==> src/hdl/assert_macros.svh <==
// Assertion helpers used by the RTL.
`ifndef ASSERT_MACROS_SVH
`define ASSERT_MACROS_SVH

// Same-cycle implication.
`define AST_IMP(lbl, clk, rst, ante, cons) \
   lbl: assert property (@(posedge clk) disable iff (rst) (ante) |-> (cons)) \
      else $error("implication check failed");

// Next-cycle implication.
`define AST_NEXT(lbl, clk, rst, ante, cons) \
   lbl: assert property (@(posedge clk) disable iff (rst) (ante) |=> (cons)) \
      else $error("next-cycle check failed");

`endif

==> src/hdl/rtprs_pkg.sv <==
package rtprs_pkg;

   // Event classes reported with each result.
   localparam logic [2:0] CLS_FIRST      = 3'd0;
   localparam logic [2:0] CLS_SRC_CHANGE = 3'd1;
   localparam logic [2:0] CLS_BACKWARDS  = 3'd2;
   localparam logic [2:0] CLS_REPEAT     = 3'd3;
   localparam logic [2:0] CLS_IN_ORDER   = 3'd4;
   localparam logic [2:0] CLS_GAP        = 3'd5;
   localparam logic [2:0] CLS_TS_RESET   = 3'd6;
   localparam logic [2:0] CLS_SKIP       = 3'd7;

   // Register indexes.
   localparam logic [1:0] REG_QUANTUM       = 2'd0;
   localparam logic [1:0] REG_TICKS_PER_SEC = 2'd1;
   localparam logic [1:0] REG_NS_PER_TICK   = 2'd2;

   localparam logic [15:0] QUANTUM_RESET = 16'd160;
   localparam logic [16:0] TPS_RESET     = 17'd8000;
   localparam logic [29:0] NPT_RESET     = 30'd125000;

   localparam logic [29:0] NS_PER_SEC    = 30'd1000000000;
   localparam logic [11:0] CLAMP_SECONDS = 12'd3600;
   localparam logic [31:0] JITTER_ROUND  = 32'd8;
   localparam int          JITTER_SHIFT  = 4;

   localparam int DIV_STEPS = 32;
   localparam int DIV_CNT_W = 5;

   typedef struct packed {
      logic capture;
      logic div_load;
      logic div_sel_ns;
      logic div_step;
      logic keep_mod;
      logic mul_load;
      logic tsu_load;
      logic diff_load;
      logic commit;
   } dp_cmd_type;

   typedef struct packed {
      logic restart;
      logic need_mod;
   } dp_sts_type;

   typedef struct packed {
      logic [2:0]  event_class;
      logic [31:0] highest_seq_ext;
      logic [31:0] expected_count;
      logic [31:0] received_count;
      logic [31:0] jitter_scaled;
      logic [30:0] jitter_peak;
      logic [31:0] arrival_delta;
      logic [31:0] backwards_count;
      logic [31:0] repeat_count;
      logic [31:0] gap_count;
      logic [31:0] ts_reset_count;
      logic [31:0] skip_count;
   } rsp_type;

endpackage

==> src/hdl/rtprs_if.sv <==
interface rtprs_req_if;
   logic        valid;
   logic        ready;
   logic [31:0] source_id;
   logic [15:0] seq_number;
   logic [31:0] media_time;
   logic [31:0] arrival_sec;
   logic [29:0] arrival_nsec;
   modport source (output valid, source_id, seq_number, media_time, arrival_sec,
                   arrival_nsec, input ready);
   modport sink (input valid, source_id, seq_number, media_time, arrival_sec,
                 arrival_nsec, output ready);
endinterface

interface rtprs_rsp_if;
   logic        valid;
   logic        ready;
   logic [2:0]  event_class;
   logic [31:0] highest_seq_ext;
   logic [31:0] expected_count;
   logic [31:0] received_count;
   logic [31:0] jitter_scaled;
   logic [30:0] jitter_peak;
   logic [31:0] arrival_delta;
   logic [31:0] backwards_count;
   logic [31:0] repeat_count;
   logic [31:0] gap_count;
   logic [31:0] ts_reset_count;
   logic [31:0] skip_count;
   modport source (output valid, event_class, highest_seq_ext, expected_count,
                   received_count, jitter_scaled, jitter_peak, arrival_delta,
                   backwards_count, repeat_count, gap_count, ts_reset_count,
                   skip_count, input ready);
   modport sink (input valid, event_class, highest_seq_ext, expected_count,
                 received_count, jitter_scaled, jitter_peak, arrival_delta,
                 backwards_count, repeat_count, gap_count, ts_reset_count,
                 skip_count, output ready);
endinterface

interface rtprs_csr_if;
   logic        valid;
   logic        ready;
   logic [1:0]  addr;
   logic [29:0] data;
   modport source (output valid, addr, data, input ready);
   modport sink (input valid, addr, data, output ready);
endinterface

==> src/hdl/rtprs_ctrl.sv <==
module rtprs_ctrl (
   input  logic                   clock,
   input  logic                   reset,
   input  logic                   req_valid,
   output logic                   req_ready,
   output logic                   rsp_valid,
   input  logic                   rsp_ready,
   input  rtprs_pkg::dp_sts_type  sts,
   output rtprs_pkg::dp_cmd_type  cmd
);

   localparam logic [3:0] S_IDLE    = 4'd0;
   localparam logic [3:0] S_PREP    = 4'd1;
   localparam logic [3:0] S_MOD     = 4'd2;
   localparam logic [3:0] S_MODEND  = 4'd3;
   localparam logic [3:0] S_NS      = 4'd4;
   localparam logic [3:0] S_MUL     = 4'd5;
   localparam logic [3:0] S_TSU     = 4'd6;
   localparam logic [3:0] S_DIFF    = 4'd7;
   localparam logic [3:0] S_COMMIT  = 4'd8;

   localparam logic [rtprs_pkg::DIV_CNT_W-1:0] CNT_LAST =
      rtprs_pkg::DIV_CNT_W'(rtprs_pkg::DIV_STEPS - 1);

   logic [3:0]                      state_ff, state_in;
   logic [rtprs_pkg::DIV_CNT_W-1:0] cnt_ff, cnt_in;
   logic                            rsp_valid_ff, rsp_valid_in;

   always_comb begin
      state_in     = state_ff;
      cnt_in       = cnt_ff;
      cmd          = '0;
      rsp_valid_in = rsp_valid_ff && !rsp_ready;
      unique case (state_ff)
         S_IDLE: begin
            if (req_valid) begin
               cmd.capture = 1'b1;
               state_in    = S_PREP;
            end
         end
         S_PREP: begin
            cnt_in = '0;
            if (sts.restart) begin
               state_in = S_COMMIT;
            end else if (sts.need_mod) begin
               cmd.div_load = 1'b1;
               state_in     = S_MOD;
            end else begin
               cmd.div_load   = 1'b1;
               cmd.div_sel_ns = 1'b1;
               state_in       = S_NS;
            end
         end
         S_MOD: begin
            cmd.div_step = 1'b1;
            cnt_in       = cnt_ff + 1'b1;
            if (cnt_ff == CNT_LAST) begin
               state_in = S_MODEND;
            end
         end
         S_MODEND: begin
            cmd.keep_mod   = 1'b1;
            cmd.div_load   = 1'b1;
            cmd.div_sel_ns = 1'b1;
            cnt_in         = '0;
            state_in       = S_NS;
         end
         S_NS: begin
            cmd.div_step = 1'b1;
            cnt_in       = cnt_ff + 1'b1;
            if (cnt_ff == CNT_LAST) begin
               state_in = S_MUL;
            end
         end
         S_MUL: begin
            cmd.mul_load = 1'b1;
            state_in     = S_TSU;
         end
         S_TSU: begin
            cmd.tsu_load = 1'b1;
            state_in     = S_DIFF;
         end
         S_DIFF: begin
            cmd.diff_load = 1'b1;
            state_in      = S_COMMIT;
         end
         S_COMMIT: begin
            if (!rsp_valid_ff || rsp_ready) begin
               cmd.commit   = 1'b1;
               rsp_valid_in = 1'b1;
               state_in     = S_IDLE;
            end
         end
         default: begin
            state_in = S_IDLE;
         end
      endcase
   end

   always_ff @(posedge clock) begin
      if (reset) begin
         state_ff     <= S_IDLE;
         cnt_ff       <= '0;
         rsp_valid_ff <= 1'b0;
      end else begin
         state_ff     <= state_in;
         cnt_ff       <= cnt_in;
         rsp_valid_ff <= rsp_valid_in;
      end
   end

   assign req_ready = (state_ff == S_IDLE);
   assign rsp_valid = rsp_valid_ff;

endmodule

==> src/hdl/rtprs_datapath.sv <==
module rtprs_datapath (
   input  logic                  clock,
   input  logic                  reset,
   input  logic                  csr_write,
   input  logic [1:0]            csr_addr,
   input  logic [29:0]           csr_data,
   input  logic [31:0]           req_source_id,
   input  logic [15:0]           req_seq_number,
   input  logic [31:0]           req_media_time,
   input  logic [31:0]           req_arrival_sec,
   input  logic [29:0]           req_arrival_nsec,
   input  rtprs_pkg::dp_cmd_type cmd,
   output rtprs_pkg::dp_sts_type sts,
   output rtprs_pkg::rsp_type    rsp
);

   // Configuration.
   logic [15:0] quantum_ff;
   logic [16:0] tps_ff;
   logic [29:0] npt_ff;

   // Captured packet.
   logic [31:0] src_ff;
   logic [15:0] seq_ff;
   logic [31:0] time_ff;
   logic [31:0] sec_ff;
   logic [29:0] nsec_ff;

   // Per-source state.
   logic        seen_ff,   seen_in;
   logic [31:0] cur_src_ff, cur_src_in;
   logic [15:0] base_ff,   base_in;
   logic [31:0] max_ext_ff, max_ext_in;
   logic [31:0] expect_ff, expect_in;
   logic [31:0] recv_ff,   recv_in;
   logic [31:0] jit_ff,    jit_in;
   logic [30:0] peak_ff,   peak_in;
   logic [15:0] prev_seq_ff;
   logic [31:0] prev_time_ff;
   logic [31:0] prev_sec_ff;
   logic [29:0] prev_nsec_ff;
   logic [31:0] delta_ff,  delta_in;
   logic [31:0] cls_cnt_ff [5];
   logic [4:0]  cls_inc;

   // Divider and arithmetic pipeline.
   logic [29:0] rem_ff;
   logic [31:0] quo_ff;
   logic [29:0] dsr_ff;
   logic        mod_zero_ff;
   logic [31:0] prod_ff;
   logic [28:0] clampv_ff;
   logic [31:0] tsu_ff;
   logic [31:0] tsdc_ff;
   logic [31:0] mag_ff;

   logic [15:0] q_eff;
   logic [29:0] npt_eff;
   logic [15:0] step;
   logic [31:0] tsd;
   logic        tsd_pos;
   logic        restart;
   logic [32:0] sd_raw;
   logic [33:0] sd_b;
   logic [30:0] nd_raw;
   logic [30:0] nd_adj;
   logic [30:0] nd_use;
   logic [30:0] nd_mag_w;
   logic        borrow;
   logic        clamp;
   logic [31:0] sd_use;
   logic [30:0] rem_shift;
   logic        div_ge;
   logic [30:0] rem_sub;
   logic [48:0] prod_full;
   logic [28:0] clampv_full;
   logic [31:0] quo_s;
   logic [31:0] clampv32;
   logic [31:0] clampv_neg;
   logic [31:0] diff;
   logic [15:0] step2;
   logic [15:0] ext_hi;
   logic [31:0] jit_round;
   logic [30:0] mag_sat;
   logic [2:0]  cls;

   assign q_eff   = (quantum_ff == '0) ? 16'd1 : quantum_ff;
   assign npt_eff = (npt_ff == '0) ? 30'd1 : npt_ff;

   // Packet classification inputs.
   assign step    = seq_ff - prev_seq_ff;
   assign tsd     = time_ff - prev_time_ff;
   assign tsd_pos = !tsd[31] && (tsd != '0);
   assign restart = !seen_ff || (src_ff != cur_src_ff);

   assign sts.restart  = restart;
   assign sts.need_mod = !restart && (step == 16'd1) && (tsd != {16'b0, quantum_ff})
                         && tsd_pos;

   // Arrival interval split into whole seconds and nanoseconds.
   assign sd_raw   = {1'b0, sec_ff} - {1'b0, prev_sec_ff};
   assign nd_raw   = {1'b0, nsec_ff} - {1'b0, prev_nsec_ff};
   assign borrow   = nd_raw[30];
   assign sd_b     = {sd_raw[32], sd_raw} - {33'b0, borrow};
   assign clamp    = $signed(sd_b) >= $signed({22'b0, rtprs_pkg::CLAMP_SECONDS});
   assign sd_use   = clamp ? {20'b0, rtprs_pkg::CLAMP_SECONDS} : sd_b[31:0];
   assign nd_adj   = borrow ? (nd_raw + {1'b0, rtprs_pkg::NS_PER_SEC}) : nd_raw;
   assign nd_use   = clamp ? '0 : nd_adj;
   assign nd_mag_w = nd_use[30] ? (~nd_use + 31'd1) : nd_use;

   // One restoring divide step per cycle.
   assign rem_shift = {rem_ff, quo_ff[31]};
   assign div_ge    = rem_shift >= {1'b0, dsr_ff};
   assign rem_sub   = rem_shift - {1'b0, dsr_ff};

   assign prod_full   = sd_use * tps_ff;
   assign clampv_full = tps_ff * rtprs_pkg::CLAMP_SECONDS;

   assign quo_s      = nd_use[30] ? (32'd0 - {2'b0, quo_ff[29:0]}) : {2'b0, quo_ff[29:0]};
   assign clampv32   = {3'b0, clampv_ff};
   assign clampv_neg = 32'd0 - clampv32;
   assign diff       = tsu_ff - tsdc_ff;

   always_ff @(posedge clock) begin
      if (reset) begin
         quantum_ff <= rtprs_pkg::QUANTUM_RESET;
         tps_ff     <= rtprs_pkg::TPS_RESET;
         npt_ff     <= rtprs_pkg::NPT_RESET;
      end else if (csr_write) begin
         unique case (csr_addr)
            rtprs_pkg::REG_QUANTUM:       quantum_ff <= csr_data[15:0];
            rtprs_pkg::REG_TICKS_PER_SEC: tps_ff     <= csr_data[16:0];
            rtprs_pkg::REG_NS_PER_TICK:   npt_ff     <= csr_data;
            default: begin
            end
         endcase
      end
   end

   always_ff @(posedge clock) begin
      if (cmd.capture) begin
         src_ff  <= req_source_id;
         seq_ff  <= req_seq_number;
         time_ff <= req_media_time;
         sec_ff  <= req_arrival_sec;
         nsec_ff <= req_arrival_nsec;
      end
      if (cmd.div_load) begin
         rem_ff <= '0;
         quo_ff <= cmd.div_sel_ns ? {2'b0, nd_mag_w[29:0]} : tsd;
         dsr_ff <= cmd.div_sel_ns ? npt_eff : {14'b0, q_eff};
      end else if (cmd.div_step) begin
         rem_ff <= div_ge ? rem_sub[29:0] : rem_shift[29:0];
         quo_ff <= {quo_ff[30:0], div_ge};
      end
      if (cmd.keep_mod) begin
         mod_zero_ff <= (rem_ff == '0);
      end
      if (cmd.mul_load) begin
         prod_ff   <= prod_full[31:0];
         clampv_ff <= clampv_full;
      end
      if (cmd.tsu_load) begin
         tsu_ff <= prod_ff + quo_s;
         if ($signed(tsd) > $signed(clampv32)) begin
            tsdc_ff <= clampv32;
         end else if ($signed(tsd) < $signed(clampv_neg)) begin
            tsdc_ff <= clampv_neg;
         end else begin
            tsdc_ff <= tsd;
         end
      end
      if (cmd.diff_load) begin
         mag_ff <= diff[31] ? (32'd0 - diff) : diff;
      end
   end

   // Statistics update at commit.
   always_comb begin
      seen_in    = seen_ff;
      cur_src_in = cur_src_ff;
      base_in    = base_ff;
      max_ext_in = max_ext_ff;
      expect_in  = expect_ff;
      recv_in    = recv_ff;
      jit_in     = jit_ff;
      peak_in    = peak_ff;
      delta_in   = delta_ff;
      cls_inc    = '0;
      step2      = seq_ff - max_ext_ff[15:0];
      ext_hi     = max_ext_ff[31:16] + {15'b0, (seq_ff < max_ext_ff[15:0])};
      jit_round  = (jit_ff + rtprs_pkg::JITTER_ROUND) >> rtprs_pkg::JITTER_SHIFT;
      mag_sat    = mag_ff[31] ? 31'h7FFFFFFF : mag_ff[30:0];
      if (restart) begin
         cls = seen_ff ? rtprs_pkg::CLS_SRC_CHANGE : rtprs_pkg::CLS_FIRST;
      end else if (step[15]) begin
         cls = rtprs_pkg::CLS_BACKWARDS;
      end else if (step == '0) begin
         cls = rtprs_pkg::CLS_REPEAT;
      end else if (step == 16'd1) begin
         if (tsd == {16'b0, quantum_ff}) begin
            cls = rtprs_pkg::CLS_IN_ORDER;
         end else if (tsd_pos && mod_zero_ff) begin
            cls = rtprs_pkg::CLS_GAP;
         end else begin
            cls = rtprs_pkg::CLS_TS_RESET;
         end
      end else begin
         cls = rtprs_pkg::CLS_SKIP;
      end
      if (restart) begin
         seen_in    = 1'b1;
         cur_src_in = src_ff;
         base_in    = seq_ff;
         max_ext_in = {16'b0, seq_ff};
         expect_in  = 32'd1;
         recv_in    = 32'd1;
         jit_in     = '0;
      end else begin
         case (cls)
            rtprs_pkg::CLS_BACKWARDS: cls_inc = 5'b00001;
            rtprs_pkg::CLS_REPEAT:    cls_inc = 5'b00010;
            rtprs_pkg::CLS_GAP:       cls_inc = 5'b00100;
            rtprs_pkg::CLS_TS_RESET:  cls_inc = 5'b01000;
            rtprs_pkg::CLS_SKIP:      cls_inc = 5'b10000;
            default:                  cls_inc = 5'b00000;
         endcase
         recv_in = recv_ff + 32'd1;
         if ((step2 != '0) && !step2[15]) begin
            max_ext_in = {ext_hi, seq_ff};
            expect_in  = {ext_hi, seq_ff} - {16'b0, base_ff} + 32'd1;
         end
         delta_in = tsu_ff;
         jit_in   = jit_ff + mag_ff - jit_round;
         if (mag_sat > peak_ff) begin
            peak_in = mag_sat;
         end
      end
   end

   always_ff @(posedge clock) begin
      if (reset) begin
         seen_ff      <= 1'b0;
         cur_src_ff   <= '0;
         base_ff      <= '0;
         max_ext_ff   <= '0;
         expect_ff    <= '0;
         recv_ff      <= '0;
         jit_ff       <= '0;
         peak_ff      <= '0;
         prev_seq_ff  <= '0;
         prev_time_ff <= '0;
         prev_sec_ff  <= '0;
         prev_nsec_ff <= '0;
         delta_ff     <= '0;
         for (int i = 0; i < 5; i++) begin
            cls_cnt_ff[i] <= '0;
         end
      end else if (cmd.commit) begin
         seen_ff      <= seen_in;
         cur_src_ff   <= cur_src_in;
         base_ff      <= base_in;
         max_ext_ff   <= max_ext_in;
         expect_ff    <= expect_in;
         recv_ff      <= recv_in;
         jit_ff       <= jit_in;
         peak_ff      <= peak_in;
         prev_seq_ff  <= seq_ff;
         prev_time_ff <= time_ff;
         prev_sec_ff  <= sec_ff;
         prev_nsec_ff <= nsec_ff;
         delta_ff     <= delta_in;
         for (int i = 0; i < 5; i++) begin
            if (cls_inc[i]) begin
               cls_cnt_ff[i] <= cls_cnt_ff[i] + 32'd1;
            end
         end
      end
   end

   // Result register, loaded with the updated statistics.
   always_ff @(posedge clock) begin
      if (cmd.commit) begin
         rsp.event_class     <= cls;
         rsp.highest_seq_ext <= max_ext_in;
         rsp.expected_count  <= expect_in;
         rsp.received_count  <= recv_in;
         rsp.jitter_scaled   <= jit_in;
         rsp.jitter_peak     <= peak_in;
         rsp.arrival_delta   <= delta_in;
         rsp.backwards_count <= cls_cnt_ff[0] + {31'b0, cls_inc[0]};
         rsp.repeat_count    <= cls_cnt_ff[1] + {31'b0, cls_inc[1]};
         rsp.gap_count       <= cls_cnt_ff[2] + {31'b0, cls_inc[2]};
         rsp.ts_reset_count  <= cls_cnt_ff[3] + {31'b0, cls_inc[3]};
         rsp.skip_count      <= cls_cnt_ff[4] + {31'b0, cls_inc[4]};
      end
   end

endmodule

==> src/hdl/rtp_receive_statistics.sv <==
// RTP receiver statistics, one received packet header per beat.
// The req_chan channel carries one header per beat: SSRC, sequence number,
// RTP timestamp and arrival time. Each header yields exactly one beat on
// rsp_chan with the event class and the updated per-source statistics.
// The csr_chan channel writes the quantum, clock rate and ns-per-tick
// registers; it is always ready and should only be used while idle.
// A header that starts or restarts the statistics (first packet or a new
// SSRC) skips the divider and goes from preparation straight to commit.
// Any other header runs the shared one-bit-per-cycle divider for the
// nanosecond part and, for in-order packets with an irregular positive
// timestamp step, first a pass for the quantum modulo. In both cases the
// result is valid in the same cycle in which the next header can be taken.
// Only one header is in flight; the next is accepted once the result is in
// the output register, even if the receiver has not taken it yet.
// A stalled receiver holds the result; the block waits at commit for it.
// Reset clears all statistics, restores the register defaults and leaves
// no result pending.
`include "assert_macros.svh"

module rtp_receive_statistics (
   input  logic              clock,
   input  logic              reset,
   rtprs_req_if.sink         req_chan,
   rtprs_rsp_if.source       rsp_chan,
   rtprs_csr_if.sink         csr_chan
);

   rtprs_pkg::dp_cmd_type cmd;
   rtprs_pkg::dp_sts_type sts;
   rtprs_pkg::rsp_type    rsp;

   // Configuration writes never stall.
   assign csr_chan.ready = 1'b1;

   rtprs_ctrl u_ctrl (
      .clock     (clock),
      .reset     (reset),
      .req_valid (req_chan.valid),
      .req_ready (req_chan.ready),
      .rsp_valid (rsp_chan.valid),
      .rsp_ready (rsp_chan.ready),
      .sts       (sts),
      .cmd       (cmd)
   );

   rtprs_datapath u_datapath (
      .clock            (clock),
      .reset            (reset),
      .csr_write        (csr_chan.valid),
      .csr_addr         (csr_chan.addr),
      .csr_data         (csr_chan.data),
      .req_source_id    (req_chan.source_id),
      .req_seq_number   (req_chan.seq_number),
      .req_media_time   (req_chan.media_time),
      .req_arrival_sec  (req_chan.arrival_sec),
      .req_arrival_nsec (req_chan.arrival_nsec),
      .cmd              (cmd),
      .sts              (sts),
      .rsp              (rsp)
   );

   assign rsp_chan.event_class     = rsp.event_class;
   assign rsp_chan.highest_seq_ext = rsp.highest_seq_ext;
   assign rsp_chan.expected_count  = rsp.expected_count;
   assign rsp_chan.received_count  = rsp.received_count;
   assign rsp_chan.jitter_scaled   = rsp.jitter_scaled;
   assign rsp_chan.jitter_peak     = rsp.jitter_peak;
   assign rsp_chan.arrival_delta   = rsp.arrival_delta;
   assign rsp_chan.backwards_count = rsp.backwards_count;
   assign rsp_chan.repeat_count    = rsp.repeat_count;
   assign rsp_chan.gap_count       = rsp.gap_count;
   assign rsp_chan.ts_reset_count  = rsp.ts_reset_count;
   assign rsp_chan.skip_count      = rsp.skip_count;

   // One header at a time: after a beat is taken the input closes.
   `AST_NEXT(a_one_in_flight, clock, reset, req_chan.valid && req_chan.ready, !req_chan.ready)

   // A restart always reports a fresh count of one in the first wrap cycle.
   `AST_IMP(a_restart_counts, clock, reset, rsp_chan.valid && (rsp_chan.event_class == rtprs_pkg::CLS_FIRST || rsp_chan.event_class == rtprs_pkg::CLS_SRC_CHANGE), rsp_chan.received_count == 32'd1 && rsp_chan.expected_count == 32'd1 && rsp_chan.highest_seq_ext[31:16] == 16'd0)

endmodule
==> src/flat_wrapper.sv <==
// flat-port wrapper written by rule: the top's interface ports become plain ports
module rtp_receive_statistics_flat 
  (clock, reset, req_chan_valid, req_chan_source_id, req_chan_seq_number, req_chan_media_time, req_chan_arrival_sec, req_chan_arrival_nsec, req_chan_ready, rsp_chan_valid, rsp_chan_event_class, rsp_chan_highest_seq_ext, rsp_chan_expected_count, rsp_chan_received_count, rsp_chan_jitter_scaled, rsp_chan_jitter_peak, rsp_chan_arrival_delta, rsp_chan_backwards_count, rsp_chan_repeat_count, rsp_chan_gap_count, rsp_chan_ts_reset_count, rsp_chan_skip_count, rsp_chan_ready, csr_chan_valid, csr_chan_addr, csr_chan_data, csr_chan_ready);
  rtprs_req_if req_chan_i ();
  rtprs_rsp_if rsp_chan_i ();
  rtprs_csr_if csr_chan_i ();
  input  logic clock;
  input  logic reset;
  input wire logic [$bits(req_chan_i.valid)-1:0] req_chan_valid;
  input wire logic [$bits(req_chan_i.source_id)-1:0] req_chan_source_id;
  input wire logic [$bits(req_chan_i.seq_number)-1:0] req_chan_seq_number;
  input wire logic [$bits(req_chan_i.media_time)-1:0] req_chan_media_time;
  input wire logic [$bits(req_chan_i.arrival_sec)-1:0] req_chan_arrival_sec;
  input wire logic [$bits(req_chan_i.arrival_nsec)-1:0] req_chan_arrival_nsec;
  output wire logic [$bits(req_chan_i.ready)-1:0] req_chan_ready;
  output wire logic [$bits(rsp_chan_i.valid)-1:0] rsp_chan_valid;
  output wire logic [$bits(rsp_chan_i.event_class)-1:0] rsp_chan_event_class;
  output wire logic [$bits(rsp_chan_i.highest_seq_ext)-1:0] rsp_chan_highest_seq_ext;
  output wire logic [$bits(rsp_chan_i.expected_count)-1:0] rsp_chan_expected_count;
  output wire logic [$bits(rsp_chan_i.received_count)-1:0] rsp_chan_received_count;
  output wire logic [$bits(rsp_chan_i.jitter_scaled)-1:0] rsp_chan_jitter_scaled;
  output wire logic [$bits(rsp_chan_i.jitter_peak)-1:0] rsp_chan_jitter_peak;
  output wire logic [$bits(rsp_chan_i.arrival_delta)-1:0] rsp_chan_arrival_delta;
  output wire logic [$bits(rsp_chan_i.backwards_count)-1:0] rsp_chan_backwards_count;
  output wire logic [$bits(rsp_chan_i.repeat_count)-1:0] rsp_chan_repeat_count;
  output wire logic [$bits(rsp_chan_i.gap_count)-1:0] rsp_chan_gap_count;
  output wire logic [$bits(rsp_chan_i.ts_reset_count)-1:0] rsp_chan_ts_reset_count;
  output wire logic [$bits(rsp_chan_i.skip_count)-1:0] rsp_chan_skip_count;
  input wire logic [$bits(rsp_chan_i.ready)-1:0] rsp_chan_ready;
  input wire logic [$bits(csr_chan_i.valid)-1:0] csr_chan_valid;
  input wire logic [$bits(csr_chan_i.addr)-1:0] csr_chan_addr;
  input wire logic [$bits(csr_chan_i.data)-1:0] csr_chan_data;
  output wire logic [$bits(csr_chan_i.ready)-1:0] csr_chan_ready;
  assign req_chan_i.valid = req_chan_valid;
  assign req_chan_i.source_id = req_chan_source_id;
  assign req_chan_i.seq_number = req_chan_seq_number;
  assign req_chan_i.media_time = req_chan_media_time;
  assign req_chan_i.arrival_sec = req_chan_arrival_sec;
  assign req_chan_i.arrival_nsec = req_chan_arrival_nsec;
  assign req_chan_ready = req_chan_i.ready;
  assign rsp_chan_valid = rsp_chan_i.valid;
  assign rsp_chan_event_class = rsp_chan_i.event_class;
  assign rsp_chan_highest_seq_ext = rsp_chan_i.highest_seq_ext;
  assign rsp_chan_expected_count = rsp_chan_i.expected_count;
  assign rsp_chan_received_count = rsp_chan_i.received_count;
  assign rsp_chan_jitter_scaled = rsp_chan_i.jitter_scaled;
  assign rsp_chan_jitter_peak = rsp_chan_i.jitter_peak;
  assign rsp_chan_arrival_delta = rsp_chan_i.arrival_delta;
  assign rsp_chan_backwards_count = rsp_chan_i.backwards_count;
  assign rsp_chan_repeat_count = rsp_chan_i.repeat_count;
  assign rsp_chan_gap_count = rsp_chan_i.gap_count;
  assign rsp_chan_ts_reset_count = rsp_chan_i.ts_reset_count;
  assign rsp_chan_skip_count = rsp_chan_i.skip_count;
  assign rsp_chan_i.ready = rsp_chan_ready;
  assign csr_chan_i.valid = csr_chan_valid;
  assign csr_chan_i.addr = csr_chan_addr;
  assign csr_chan_i.data = csr_chan_data;
  assign csr_chan_ready = csr_chan_i.ready;
  rtp_receive_statistics u_core (.clock(clock), .reset(reset), .req_chan(req_chan_i), .rsp_chan(rsp_chan_i), .csr_chan(csr_chan_i));
endmodule
==> config.mk <==
export PLATFORM = sky130hd
export DESIGN_NAME = rtp_receive_statistics_flat
export DESIGN_NICKNAME = d
export VERILOG_FILES = /design/src/hdl/rtprs_pkg.sv /design/src/hdl/rtprs_if.sv /design/src/hdl/rtprs_ctrl.sv /design/src/hdl/rtprs_datapath.sv /design/src/hdl/rtp_receive_statistics.sv /design/src/flat_wrapper.sv
export VERILOG_INCLUDE_DIRS = /design/src /design/src/hdl
export SDC_FILE = /design/constraint.sdc
export NUM_CORES = 2
export LEC_CHECK = 0
export ABC_CLOCK_PERIOD_IN_PS = 20500
export BUFFER_PORTS_ARGS = -buffer_cell sky130_fd_sc_hd__buf_2
export CAP_MARGIN = 20
export CELL_PAD_IN_SITES_DETAIL_PLACEMENT = 0
export CELL_PAD_IN_SITES_GLOBAL_PLACEMENT = 1
export CORE_ASPECT_RATIO = 1.75
export CORE_MARGIN = 5
export CORE_UTILIZATION = 49
export CTS_CLUSTER_SIZE = 25
export DETAILED_ROUTE_END_ITERATION = 7
export PLACE_DENSITY = 0.78
export SLEW_MARGIN = 20
export SYNTH_ARGS = -nofsm -noshare
export SYNTH_HDL_FRONTEND = slang
export SYNTH_SLANG_ARGS = --single-unit
==> constraint.sdc <==
create_clock -name clock -period 20.5 [get_ports clock]
set_input_delay 4.1 -clock clock [delete_from_list [all_inputs] [get_ports clock]]
set_output_delay 4.1 -clock clock [all_outputs]
set_load 0.03 [all_outputs]
### After elaboration in Yosys (flattened, before gate mapping)

Memories as Yosys holds them, arrays and structs flattened.
Index checks and enable logic that the tools add are counted.

| cells by class | value |
|---|---|
| reduce and logical (&&, ||, !) cells | 33 |
| multiplexer cells | 83 |
| $mul | 2 |
| eq/ne operators | 24 |
| bitwise operators | 7 |
| $add $sub $neg | 32 |
| magnitude comparators | 6 |

Operator list:

| kind | number |
|---|---|
| two-way mux 32 bit | 18 |
| adder 32 x 1 -> 32 bit, second input constant | 7 |
| two-way mux 31 bit | 6 |
| adder 32 x 1 -> 32 bit | 5 |
| adder 32 bit | 2 |
| subtractor 32 bit | 2 |
| logical NOT 30 bit | 2 |
| two-way mux 30 bit | 2 |
| two-way mux 16 bit | 3 |
| case mux 4 bit (9 select lines) | 1 |
| two-way mux 1 bit | 35 |
| greater-or-equal comparator 34 x 13 -> 1 bit, second input constant | 1 |
| subtractor 33 x 2 -> 34 bit | 1 |
| subtractor 32 x 32 -> 33 bit | 1 |
| adder 32 x 4 -> 32 bit, second input constant | 1 |
| equality test 32 x 16 -> 1 bit | 1 |
| > comparator 32 x 30 -> 1 bit | 1 |
| logical NOT 16 bit | 2 |
| < comparator 32 x 30 -> 1 bit | 1 |
| multiplier 32 x 17 -> 32 bit | 1 |
| != test 32 x 16 -> 1 bit | 1 |
| != test 32 bit | 1 |
| nonzero test 32 bit | 1 |
| subtractor 1 x 32 -> 32 bit, first input constant | 1 |
| 47 further kinds | 90 |

| word-level totals | value |
|---|---|
| bits in registers | 1165 |
| bits in writable memories | 160 |
| input port bits | 179 |
| output and inout bits | 357 |
| logic and storage cells | 237 |
| memories | 1 |

Memory list:

| name | depth | width | read ports | clocked after memory_dff | wr ports | RTL line | text |
|---|---|---|---|---|---|---|---|
| u_core.u_datapath.cls_cnt_ff | 5 | 32 | 5 | 0 | 5 | rtprs_datapath.sv:43 | `logic [31:0] cls_cnt_ff [5];` |

### Longest topological paths before layout

| logic depth | value |
|---|---|
| word-level depth | 18 |
| mapped depth | 60 |
| gate-level depth less buffers | 55 |

### Cells and area by module

Synthesis repeated with hierarchy kept, for this count alone.

| unflattened totals | value |
|---|---|
| cell total of the unflattened synthesis | 9377 |
| area, all modules | 89094.2 sq um |

Modules (own cells, without submodules):

| module | cells an instance | instances | sequential area each (sq um) | area an instance (sq um) |
|---|---|---|---|---|
| rtprs_datapath | 9295 | 1 | 35053.6 | 88437.3 |
| rtprs_ctrl | 80 | 1 | 200.2 | 645.6 |
| rtp_receive_statistics | 2 | 1 | 0.0 | 11.3 |

### Worst setup path before layout

No wires, ideal clock.

| timing | value |
|---|---|
| path kind | input-to-reg |
| start point | in rsp_chan_ready |
| end point | mem u_core.u_datapath.cls_cnt_ff[3][4], in the netlist u_core.u_datapath.cls_cnt_ff[0][100] (enable) |
| slack | 4.472 ns |
| setup time | 0.388 ns |
| data required time | 20.112 ns |
| path buffers | 2 |
| arrival time | 15.641 ns |
| stages on the path | 6 |
| cell sequence | nand2b_1 > nand2_1 > inv_1 > clkbuf_1 > buf_1 > a21o_1 |

RTL lines:

| element | RTL line | text |
|---|---|---|
| start: declaration | flat_wrapper.sv:29 | `input wire logic [$bits(rsp_chan_i.ready)-1:0] rsp_chan_ready;` |
| end: declaration | rtprs_datapath.sv:43 |  |

### Final worst setup path

| timing | value |
|---|---|
| start point | reg u_core.u_datapath.nsec_ff[0] |
| end point | reg u_core.u_datapath.prod_ff[30] (data pin) |

| between the ends | value |
|---|---|
| cells in the longest elaborated chain, start to end | 5 |

Ends and longest elaborated chain:

| element | RTL line | text |
|---|---|---|
| start: declaration | rtprs_datapath.sv:27 | `logic [29:0] nsec_ff;` |
| start signal: assignment | rtprs_datapath.sv:146 | `nsec_ff <= req_arrival_nsec;` |
| subtractor 30 x 30 -> 31 bit * | rtprs_datapath.sv:102 | `assign nd_raw = {1'b0, nsec_ff} - {1'b0, prev_nsec_ff};` |
| subtractor 33 x 2 -> 34 bit * | rtprs_datapath.sv:104 | `assign sd_b = {sd_raw[32], sd_raw} - {33'b0, borrow};` |
| greater-or-equal comparator 34 x 13 -> 1 bit | rtprs_datapath.sv:105 | `assign clamp = $signed(sd_b) >= $signed({22'b0, rtprs_pkg::CLAMP_SECONDS});` |
| two-way mux 32 bit * | rtprs_datapath.sv:106 | `assign sd_use = clamp ? {20'b0, rtprs_pkg::CLAMP_SECONDS} : sd_b[31:0];` |
| multiplier 32 x 17 -> 32 bit * | rtprs_datapath.sv:116 | `assign prod_full = sd_use * tps_ff;` |
| named net u_core.u_datapath.prod_full[30] | rtprs_datapath.sv:75 | `logic [48:0] prod_full;` |
| end signal: assignment | rtprs_datapath.sv:160 | `prod_ff <= prod_full[31:0];` |
| end: declaration | rtprs_datapath.sv:51 | `logic [31:0] prod_ff;` |

Mark *: on every way through the listed nets, which the timed path passes. The rest lies on a longest branch.
A chain may end at the register's enable or synchronous reset.

==> qor.csv <==
metric,value,unit
status,"complete, no violations",
clock_tree.htree_level_count,4,
clockBufferDepth,4,
cp_common_cell,sky130_fd_sc_hd__inv_1,
groute.usage.overall,0.282,
place.gp.congestion,0.953,
syn_avg_cell_area,9.23,sq um
worst_hold_path.num_cells,2,
maximum_number_of_pins_on_one_net_before_global_route_repair,149,
regToRegStartpoint,u_core.u_datapath.nsec_ff[0],
setup_viol_count_final,0,
synth-edff-count,872,
area_delta_synth_final,11.0,%
routed_wire_length_per_instance,22.0,microns
rows,207,
ioPinCount,536,
ys.warnings.count,0,
timing.critical_path.slowest_cell_delay,0.71,ns
post_synth_instance_area,89500,sq um
timing.rr.end,u_core.u_datapath.prod_ff[30],
proportion_of_layout_cells_with_a_drive_suffix_above_1,0.103,
clkTransAtPathRegs,0.07,ns
root_buffer_cell,sky130_fd_sc_hd__clkbuf_16,
final_hold_viol_count,0,
post_detailed_placement_half_perimeter_wirelength,218000,microns
hp-start,u_core.u_datapath.prev_sec_ff[28],
worst_pin_slew,1.14,ns
sort_of_element_at_the_start_of_the_critical_path,register,
layout_min_cycle_time,15.45,ns
grt_pass1_vias,71500,
hold_slack,0.452,ns
place_ws,5.20,ns
crit_required,20.99,ns
final_max_slew_viol_count,0,
path_max_fanout,87,
chipWidth,333,microns
drtPass1Iterations,6,
worst-setup-path-type,register to register,
drc_markers,0,
detailroute.via_count,70600,
total_leakage_power,39.5,nW
ff2ff_setup_slack,5.05,ns
total_wire_length,277000,microns
cts_sinks,1325,
die_height,575,microns
filler_cell_count,16700,
whs_endpoint,u_core.u_datapath.prev_sec_ff[28],
crit_path_top_delay_cell,sky130_fd_sc_hd__buf_4,
cp-end-kind,register,
synth_ff_type,sky130_fd_sc_hd__edfxtp_1,
cts_post_setup_buffers_inserted,0,
initial_antenna_violation_count,14,
synth_async_sr_flop_share,0,
worst_clock_skew,0.0585,ns
gr-total-overflow,0,
max-vdd-ir-drop,0.112,mV
vias_per_cell,5.61,
postSynthNetCount,10800,
synth.ff_latch_count,1325,
max_slew_margin,0.237,
drv.max_cap_violation_count,0,
synthDistinctLibCells,115,
cts_made_buffers,140,
total_of_hold_buffers_inserted_after_clock_tree_synthesis,0,
number_of_gates_given_a_new_drive_strength_after_cts,0,
buffer_ports.inserted,534,
min_path_type,register to register,
maximum_achievable_frequency,0.0647,GHz
setup_ws,5.05,ns
initial_drc_count,4056,
drtAntennaViolNets,0,
finish.net_count,11200,
rsz0062_at_grt,no,
cts_tree,built,
grt_first_pass_wirelength,420000,microns
post_synth_inst_count,9693,
coreArea,182000,sq um
p_per_area,89.6,nW/um^2
effective_utilization_at_floorplan,0.492,
timing.setup.tns,0,ns
worst_r2r_path_depth,53,
clock_latency_on_the_worst_skew_pair,0.79,ns
synth.yosys.seq_area_share,0.394,
design.die.area,192000,sq um
timing.critical_path.arrival,15.94,ns
layout_worst_path_cycle_share,0.754,
metrics by stage:
step                 util  cell area [sq um]  power, mW  std cells
floorplan               -              89500       5.46       9693
global placement    0.520              94600       6.27      12300
detailed placement  0.521              94700       6.33      12300
CTS                 0.546              99300       9.00      12600
global route        0.546              99300       9.47      12600
finish              0.546              99300       8.90      12600
critical path, delay by kind of cell (launching register included):
family	cells	cell delay, ns
AOI/OAI and AO/OA	21	5.07
and+or+nand+nor	11	3.92
adders and majority gates	10	3.88
buffers and inverters	9	1.37
DFF	1	0.38
muxes	1	0.25
xor gates and xnor gates	1	0.24
synthesized netlist by cell type, types with 36 or more instances:
library cell | number | area share
sky130_fd_sc_hd__nand3_1 | 212 | 0.012
sky130_fd_sc_hd__xnor2_1 | 480 | 0.047
sky130_fd_sc_hd__inv_1 | 963 | 0.040
sky130_fd_sc_hd__edfxtp_1 | 872 | 0.29
sky130_fd_sc_hd__o21bai_1 | 46 | 0.0039
sky130_fd_sc_hd__or3_1 | 78 | 0.0055
sky130_fd_sc_hd__mux2_2 | 49 | 0.0062
sky130_fd_sc_hd__or2_2 | 51 | 0.0036
sky130_fd_sc_hd__clkbuf_1 | 333 | 0.014
sky130_fd_sc_hd__nor4_1 | 63 | 0.0044
sky130_fd_sc_hd__and2_1 | 94 | 0.0066
sky130_fd_sc_hd__nand4_1 | 115 | 0.0080
sky130_fd_sc_hd__fa_1 | 382 | 0.085
sky130_fd_sc_hd__a21boi_0 | 41 | 0.0034
sky130_fd_sc_hd__a21o_1 | 90 | 0.0075
sky130_fd_sc_hd__nand2_1 | 1495 | 0.063
sky130_fd_sc_hd__xor2_1 | 350 | 0.034
sky130_fd_sc_hd__and3_1 | 117 | 0.0082
sky130_fd_sc_hd__nand2b_1 | 63 | 0.0044
sky130_fd_sc_hd__dfxtp_1 | 453 | 0.10
sky130_fd_sc_hd__mux2i_1 | 44 | 0.0049
sky130_fd_sc_hd__nor3_1 | 223 | 0.012
sky130_fd_sc_hd__nor2b_1 | 64 | 0.0045
sky130_fd_sc_hd__buf_2 | 36 | 0.0020
sky130_fd_sc_hd__o21ai_0 | 292 | 0.016
sky130_fd_sc_hd__ha_1 | 540 | 0.075
sky130_fd_sc_hd__nor2_1 | 793 | 0.033
sky130_fd_sc_hd__o21a_1 | 72 | 0.0060
sky130_fd_sc_hd__a21oi_1 | 651 | 0.036
sky130_fd_sc_hd__a31oi_1 | 47 | 0.0033
report_power, final:
group          leakage [nW]  switching, mW  total (mW)  internal [mW]
logic                  25.1           1.90        3.14           1.24
clock network          2.26           1.08        2.64           1.56
registers              12.1         0.0913        3.12           3.03
total                  39.5           3.07        8.90           5.83
logic make-up (layout without fill, tap and decap cells):
family          after synthesis  count (layout)  share of synthesized area
other cells                   1              11                  0.0000419
flops                      1325            1325                      0.394
xor+xnor                    837             837                     0.0830
fa+ha+maj                   922             922                      0.161
buf+inv                    1370            1857                     0.0584
mux                          93              93                     0.0111
simple gates               3517            3517                      0.179
compound gates             1628            1628                      0.113
area by class of cell:
type	instances	area [sq um]	share of cell area
inverters	966	3630	0.0366
well taps	2403	3010	0.0303
clock buffers	175	3790	0.0382
repair buffers	648	3600	0.0362
diodes	10	25.0	0.000252
clock inverters	68	865	0.00870
flip-flops and latches	1325	35300	0.355
multi-input cells	6998	49200	0.495
placed cells by master (no fill, tap or decap), drive strengths merged, types with 72 or more instances in the layout:
master  count
ha        540
nand3     212
buf       648
a21oi     652
inv       970
xor2      351
nor2      799
a21o       90
o21a       72
or3        79
edfxtp    872
clkbuf    175
and3      117
nand2    1498
and2       98
xnor2     480
fa        382
dfxtp     453
nand4     115
o21ai     313
nor3      226
routing by layer:
metal,GRT usage,part of all wire,vias up
met5,0,0.00011,-
met4,0.190,0.084,4
met3,0.0326,0.046,773
met2,0.537,0.53,2098
met1,0.287,0.34,34000
li1,-,-,33700
how the worst max path moves through the flow:
stage	slack [ns]	endpoint	start
floorplan	4.47	u_core.u_datapath.cls_cnt_ff[0][100]	rsp_chan_ready
global placement	5.45	u_core.u_datapath.prod_ff[30]	u_core.u_datapath.nsec_ff[0]
detailed placement	5.20	u_core.u_datapath.prod_ff[30]	u_core.u_datapath.nsec_ff[0]
CTS	5.10	u_core.u_datapath.prod_ff[30]	u_core.u_datapath.nsec_ff[0]
global route	3.84	u_core.u_datapath.prod_ff[30]	u_core.u_datapath.nsec_ff[0]
finish	5.05	u_core.u_datapath.prod_ff[30]	u_core.u_datapath.nsec_ff[0]
flip-flops by register name, summed over array words and instances (netlist names), 31 cells and up:
signal                          cells
u_core.u_datapath.prod_ff          32
u_core.u_datapath.time_ff          32
u_core.u_datapath.sec_ff           32
u_core.u_datapath.prev_time_ff     32
u_core.u_datapath.jit_ff           32
u_core.u_datapath.mag_ff           32
u_core.u_datapath.cur_src_ff       32
u_core.u_datapath.src_ff           32
u_core.u_datapath.tsu_ff           32
u_core.u_datapath.prev_sec_ff      32
u_core.u_datapath.cls_cnt_ff      160
u_core.u_datapath.expect_ff        32
u_core.u_datapath.recv_ff          32
u_core.u_datapath.peak_ff          31
u_core.u_datapath.tsdc_ff          32
u_core.u_datapath.rsp             354
u_core.u_datapath.max_ext_ff       32
u_core.u_datapath.quo_ff           32
u_core.u_datapath.delta_ff         32
Power figures use the tool's default switching activity.
